--- config.mk ---
export PLATFORM = sky130hd
export DESIGN_NAME = ata_final
export DESIGN_NICKNAME = d
export VERILOG_FILES = /design/src/rtl/ata_pkg.sv /design/src/rtl/ata_final.sv
export SDC_FILE = /design/constraint.sdc
export NUM_CORES = 1
export LEC_CHECK = 0
export BUFFER_PORTS_ARGS = -buffer_cell sky130_fd_sc_hd__buf_4
export CAP_MARGIN = 20
export CORE_MARGIN = 2
export CORE_UTILIZATION = 35
export CTS_BUF_LIST = sky130_fd_sc_hd__clkbuf_16
export DETAILED_ROUTE_END_ITERATION = 8
export GPL_ROUTABILITY_DRIVEN = 0
export GPL_TIMING_DRIVEN = 0
export PLACE_DENSITY = 0.84
export SLEW_MARGIN = 10
export SYNTH_ARGS = -nofsm -noshare
export SYNTH_HDL_FRONTEND = slang
export SYNTH_SLANG_ARGS = --single-unit
--- constraint.sdc ---
create_clock -name clk_i -period 0.8 [get_ports clk_i]
set_input_delay 0.2 -clock clk_i [delete_from_list [all_inputs] [get_ports clk_i]]
set_output_delay 0.2 -clock clk_i [all_outputs]
set_load 0.01 [all_outputs]
--- src/rtl/ata_pkg.sv ---
// Package for the accelerometer tilt angle block: types, widths and the
// CORDIC arctangent table in degrees. No dependencies.
package ata_pkg;

  localparam int unsigned CordicStagesDefault = 16;
  localparam int unsigned CordicStagesMax     = 24;

  // 2^31 start value grows by the CORDIC gain (< 1.65), so x needs 33 bits
  // plus sign; y stays inside the same range.
  localparam int unsigned XyW    = 34;
  localparam int unsigned AngleW = 24;
  localparam int unsigned OutW   = 15;

  localparam logic signed [AngleW-1:0] AngleMaxQ16 = AngleW'(90 * 65536);
  localparam logic signed [AngleW-1:0] RoundHalf   = AngleW'(256);
  localparam logic signed [OutW-1:0]   AngleLimit  = OutW'(11520);

  // round(atan(2^-i) in degrees * 2^16)
  localparam logic signed [AngleW-1:0] AtanDegQ16 [CordicStagesMax] = '{
    24'sd2949120, 24'sd1740967, 24'sd919879, 24'sd466945, 24'sd234379,
    24'sd117304,  24'sd58666,   24'sd29335,  24'sd14668,  24'sd7334,
    24'sd3667,    24'sd1833,    24'sd917,    24'sd458,    24'sd229,
    24'sd115,     24'sd57,      24'sd29,     24'sd14,     24'sd7,
    24'sd4,       24'sd2,       24'sd1,      24'sd0
  };

  typedef struct packed {
    logic signed [XyW-1:0]    x;
    logic signed [XyW-1:0]    y;
    logic signed [AngleW-1:0] a;
    logic                     zero_num;
    logic                     zero_den;
    logic                     neg;
  } ata_lane_t;

  typedef struct packed {
    ata_lane_t pitch;
    ata_lane_t roll;
  } ata_word_t;

endpackage

--- src/rtl/ata_final.sv ---
// Output stage: clamps and rounds the accumulated angles to 1/128 degree,
// applies the special cases and sign, and holds the result word.
// Depends on ata_pkg.
module ata_final (
  input  logic                         clk_i,
  input  logic                         rst_ni,
  input  logic                         en_i,
  input  logic                         valid_i,
  input  ata_pkg::ata_word_t           word_i,
  output logic                         valid_o,
  output logic signed [ata_pkg::OutW-1:0] pitch_o,
  output logic signed [ata_pkg::OutW-1:0] roll_o
);
  import ata_pkg::*;

  function automatic logic signed [OutW-1:0] format(ata_lane_t l);
    logic signed [AngleW-1:0] acl;
    logic signed [AngleW-1:0] sum;
    logic signed [OutW-1:0]   mag;
    acl = l.a;
    if (acl < 0) begin
      acl = '0;
    end else if (acl > AngleMaxQ16) begin
      acl = AngleMaxQ16;
    end
    sum = acl + RoundHalf;
    if (l.zero_num) begin
      mag = '0;
    end else if (l.zero_den) begin
      mag = AngleLimit;
    end else begin
      mag = OutW'(sum[AngleW-2:9]);
    end
    return l.neg ? -mag : mag;
  endfunction

  logic                   valid_q;
  logic signed [OutW-1:0] pitch_q, roll_q;

  always_ff @(posedge clk_i or negedge rst_ni) begin
    if (!rst_ni) begin
      valid_q <= 1'b0;
    end else if (en_i) begin
      valid_q <= valid_i;
    end
  end

  always_ff @(posedge clk_i) begin
    if (en_i) begin
      pitch_q <= format(word_i.pitch);
      roll_q  <= format(word_i.roll);
    end
  end

  assign valid_o = valid_q;
  assign pitch_o = pitch_q;
  assign roll_o  = roll_q;

endmodule

== Word-level counts from Yosys, hierarchy flattened ==
Index checks and enable logic that the tools add are counted.

* Register bits after elaboration: 31
* Input port bits: 194
* Output and inout bits: 31
* Logic and storage cells: 25

* Add/subtract/negate cells: 4
* $lt $le $gt $ge: 4
* Muxes and demuxes: 14

{| class="wikitable"
|+ Operators with widths
! cell !! count
|-
| $mux W23 || 6
|-
| $mux W15 || 4
|-
| $mux W14 || 4
|-
| $gt A24 B24 Y1 const B || 2
|-
| $lt A24 B1 Y1 const B || 2
|-
| $add A23 B10 Y23 const B || 2
|-
| $neg A15 Y15 || 2
|}

== Logic depth before layout (Yosys ltp) ==
* Depth in word-level cells: 10
* Depth in mapped cells: 15
* Gate-level depth less buffers: 13

== Worst setup path before layout ==
No wires, ideal clock.

* Path kind: in2reg
* From: input port word_i[121] in the netlist's numbering
* To: register pitch_q[14] (netlist: pitch_o[14]), data pin
* Setup time: 0.259 ns
* Arrival time: 3.032 ns
* Required time: 0.541 ns
* Setup slack: -2.491 ns
* Stages on the path: 13
* Path buffers: 2
* Path through: buf_4 and3b_1 o221a_1 o22ai_4 and2_1 ha_1 clkbuf_1 nand3_1 nor3_1 xor2_1 or4_1 a22o_1 o31a_1

* Cells in the longest elaborated chain, start to end: 10
* Elaborated cells on any way between the ends: 11
* Classes of those cells: 2 x add/sub; 2 x order compare; 7 x mux

{| class="wikitable"
|+ Ends and longest elaborated chain
! element !! line !! RTL
|-
| start: declaration || ata_final.sv:9 || <nowiki>input ata_pkg::ata_word_t word_i,</nowiki>
|-
| $gt A24 B24 Y1 || ata_final.sv:23 || <nowiki>end else if (acl > AngleMaxQ16) begin</nowiki>
|-
| $mux W23 || ata_final.sv:23 ||
|-
| $mux W23 * || ata_final.sv:21 || <nowiki>if (acl < 0) begin</nowiki>
|-
| $mux W23 * || ata_final.sv:49 || <nowiki>if (en_i) begin</nowiki>
|-
| $add A23 B10 Y23 * || ata_final.sv:26 || <nowiki>sum = acl + RoundHalf;</nowiki>
|-
| $mux W14 * || ata_final.sv:29 || <nowiki>end else if (l.zero_den) begin</nowiki>
|-
| $mux W14 * || ata_final.sv:27 || <nowiki>if (l.zero_num) begin</nowiki>
|-
| $mux W15 * || ata_final.sv:49 ||
|-
| $neg A15 Y15 * || ata_final.sv:34 || <nowiki>return l.neg ? -mag : mag;</nowiki>
|-
| $mux W15 * || ata_final.sv:34 ||
|-
| end signal: assignment || ata_final.sv:50 || <nowiki>pitch_q <= format(word_i.pitch);</nowiki>
|-
| end: declaration || ata_final.sv:38 || <nowiki>logic signed [OutW-1:0] pitch_q, roll_q;</nowiki>
|}

Mark *: on every way between the ends. The rest lies on a longest branch, timed or not. The select of a mux whose other input is x is not followed.
A chain may end at the register's enable or synchronous reset.

== Worst setup path in the final report ==
* From: input port word_i[108] in the netlist's numbering
* To: register pitch_q[14] (netlist: pitch_o[14]), data pin

Same word-level chain as after synthesis.

==> flow_summary_export.csv <==
group,metric,value,unit
setup_path,critPathRequiredTime,0.82,ns
timing,rsz0062_at_grt,"yes",
power,power_frac_comb,36.6,%
clocking,clkTransAtPathRegs,0.05,ns
timing,fin_crit_sh,365,%
yosys,yosys_warnings,0,
timing,fin_skew,0,ns
setup_path,r2r-end,"valid_o",
clocking,cts-root-buf,"clkbuf_16",
floorplanning,start_util,36.3,%
yosys,netlist.area_leader.share,29.9,%
timing,setup_ws,-2.12,ns
final_layout,fill_cells,595,
timing,min_period,2.92,ns
global_routing,grt_pass1_vias,3456,
timing,fmax,343,MHz
setup_path,r2r_start,"valid_o",
timing,slew_headroom,52.4,%
setup_path,crit_path_start,"word_i[108]",
setup_path,start_kind,"input pin",
timing,setup_viol,62,
routing,postRouteAntennaNets,0,
power,irDropWorstVdd,899,uV
power,sw_frac_of_total,29.6,%
routing,vias,3695,
yosys,ys_dominant_reg_cell,"edfxtp_1",
global_routing,antenna_found_initial,0,
setup_path,crit_fanout,7,
global_routing,grt_max_degree,32,
flow_run,cap_violations,0,
yosys,postSynthCellCount,356,
floorplanning,die_y,96.8,um
yosys,synth_enable_flop_cells,30,
yosys,synth_seq_cells,31,
power,pwr-share-seq,31.6,%
floorplanning,ios,225,
floorplanning,die_x,96.8,um
yosys,synthArstFlopShare,3.23,%
routing,routed_via_density,6.21,
yosys,seq_area_frac_synth,30.7,%
clocking,cts_tree,"done",
final_layout,multi_input_area,2670,um^2
timing,tightest_slew,0.708,ns
yosys,synth_cell_types,73,
placed_design,dp_hpwl,6.41,mm
global_routing,grt_use_met3,4.34,%
routing,drt_wl_total,11.3,mm
clocking,insertion_delay,0.27,ns
setup_path,worst-r2r-cell-count,2,
yosys,yosysTopAreaCell,"edfxtp_1",
placed_design,io_buffers,81,
final_layout,area_growth,71.7,%
timing,holdWs,0.169,ns
routing,wire_per_inst,19.1,um
power,power.clock.fraction,31.8,%
power,leakagePower,2.01,nW
yosys,syn_nets,554,
setup_path,ff2ff_setup_slack,-0.09,ns
clocking,cts.path.max_buffers,2,
power,internal_power,4.60,mW
setup_path,setup.worst_path.end,"pitch_o[14]",
worst_hold_path,hp-class,"input pin to register",
floorplanning,die_area,9360,um^2
global_routing,grt_pass1_wl,16.6,mm
global_routing,use_met1,25.9,%
status,status,"finished with violations",
timing,slew_violations,0,
yosys,syn-cell-area,3010,um^2
power,power_density,1260,nW/um^2
global_routing,top_usage_layer,"met2",
global_routing,gr-usage-all-layers,21.3,%
yosys,avgSynthCellArea,8.46,um^2
floorplanning,coreArea,8300,um^2
routing,drcViolationCount,0,
yosys,synth_area_leaders,"edfxtp_1, xnor2_1, nand2_1, nor2_1, xor2_1",
clocking,h-tree-depth,2,
final_layout,n_antenna_cell,0,
final_layout,drive_gt1_share,51.2,%
routing,firstDrtPassIters,5,
final_layout,ff_latch_area,926,um^2
global_routing,grt_overflow_total,0,
global_routing,met2_usage,36.5,%
yosys,ys_top_cells_by_count,"nand2_1, nor2_1, edfxtp_1",
setup_path,cp.arrival,2.94,ns
setup_path,crit_path_end_kind,"register",
clocking,cts_buffers,5,
routing,first_iter_violations,419,
clocking,cts_sinks,31,
yosys,synth_most_common_cell,"nand2_1",
setup_path,crit_type,"input pin to register",
floorplanning,placementRows,33,
timing,final-hold-violation-count,0,
status,violations,"setup timing",
power,switching_power,1.93,mW
final_layout,final_core_util,62.3,%
final_layout,fin_nets,687,
## metal layers
| metal | part of all wire [%] | routed length, um | vias to the layer above |
|---|---|---|---|
| met2 | 50 | 5670 | 231 |
| met1 | 37 | 4190 | 1774 |
| li1 | - | - | 1623 |
| met4 | 4.8 | 544 | 0 |
| met5 | 0 | 0 | - |
| met3 | 8.2 | 928 | 67 |
## how the worst min path moves through the flow
stage / start / end / slack (ns) / cells past startpoint
after floorplan: rst_ni / valid_o / -0.1 / 0
after global placement: rst_ni / valid_o / -0.02 / 1
after detailed placement: rst_ni / valid_o / -0.02 / 1
after CTS: valid_i / valid_o / 0.17 / 2
after global routing: valid_i / valid_o / 0.16 / 2
final: valid_i / valid_o / 0.17 / 2
## power groups by stage
stage	clock, mW	sequential, mW	combinational, mW
2_1_floorplan	0	2.14	0.891
3_3_place_gp	0	2.06	1.66
3_5_place_dp	0	2.06	1.70
4_1_cts	2.08	2.05	2.13
5_1_grt	2.17	2.08	2.53
6_report	2.08	2.06	2.39
## cell families (layout without fill, tap and decap cells)
| family | Yosys count | count (layout) | share of synthesized area, % |
|---|---|---|---|
| muxes | 2 | 2 | 0.748 |
| buffers and inverters | 26 | 160 | 4.32 |
| DFF | 31 | 31 | 30.7 |
| AOI/OAI and AO/OA | 92 | 92 | 23.2 |
| adders and majority gates | 4 | 4 | 1.66 |
| xor gates and xnor gates | 36 | 36 | 10.5 |
| and+or+nand+nor | 165 | 165 | 28.9 |
## final cells by class
class | instances | area share (%)
Multi-Input combinational cell | 299 | 51.6
Timing Repair Buffer | 127 | 21.6
Sequential cell | 31 | 17.9
Buffer | 18 | 2.69
Tap cell | 105 | 2.54
Clock buffer | 5 | 2.42
Clock inverter | 3 | 0.750
Inverter | 7 | 0.556
## metrics by stage
stage / TNS, ns / power [mW] / setup slack [ns] / instances / area, um^2
CTS: -53.84 / 6.26 / -1.96 / 591 / 4910
global placement: -66.59 / 3.71 / -2.62 / 542 / 3950
finish: -58.16 / 6.53 / -2.12 / 595 / 5170
global route: -61.44 / 6.78 / -2.24 / 595 / 5170
floorplan: -54.18 / 3.03 / -2.26 / 356 / 3210
detailed placement: -68.78 / 3.76 / -2.67 / 542 / 3950
## placed cells by master (no fill, tap or decap), drive strengths merged, types with 8 or more instances in the layout
| cell | n |
|---|---|
| edfxtp | 30 |
| nor4 | 11 |
| nand2 | 38 |
| clkbuf | 12 |
| a21oi | 12 |
| o21ai | 18 |
| nor2 | 37 |
| xor2 | 10 |
| nor3 | 12 |
| xnor2 | 26 |
| nand3 | 16 |
| buf | 137 |
| nand4 | 8 |
## worst max-delay path, cell delays in order
cell and delay (ns):
buf_8 0.10, buf_8 0.11, nor4b_4 0.25, nand4_1 0.25, o22ai_4 0.21, and2_4 0.19, ha_4 0.21, nand3_4 0.11
nor3_2 0.25, xor2_2 0.15, or4_1 0.41, a22o_1 0.24, o31a_1 0.25
## sequential cells by signal, summed over array words and instances, names as in the netlist
| register | count |
|---|---|
| pitch_o | 15 |
| roll_o | 15 |
| valid_o | 1 |
## timing repair
| action | 4_1_cts | 5_1_grt |
|---|---|---|
| setup endpoints to repair | 61 | 62 |
| gates resized for setup | 99 | 47 |
| pin swaps | 59 | 26 |
| endpoints found under the hold margin | 1 | 0 |
| hold buffers | 1 | 0 |
| setup buffers | 47 | 9 |
(Power assumes the default switching activity.)
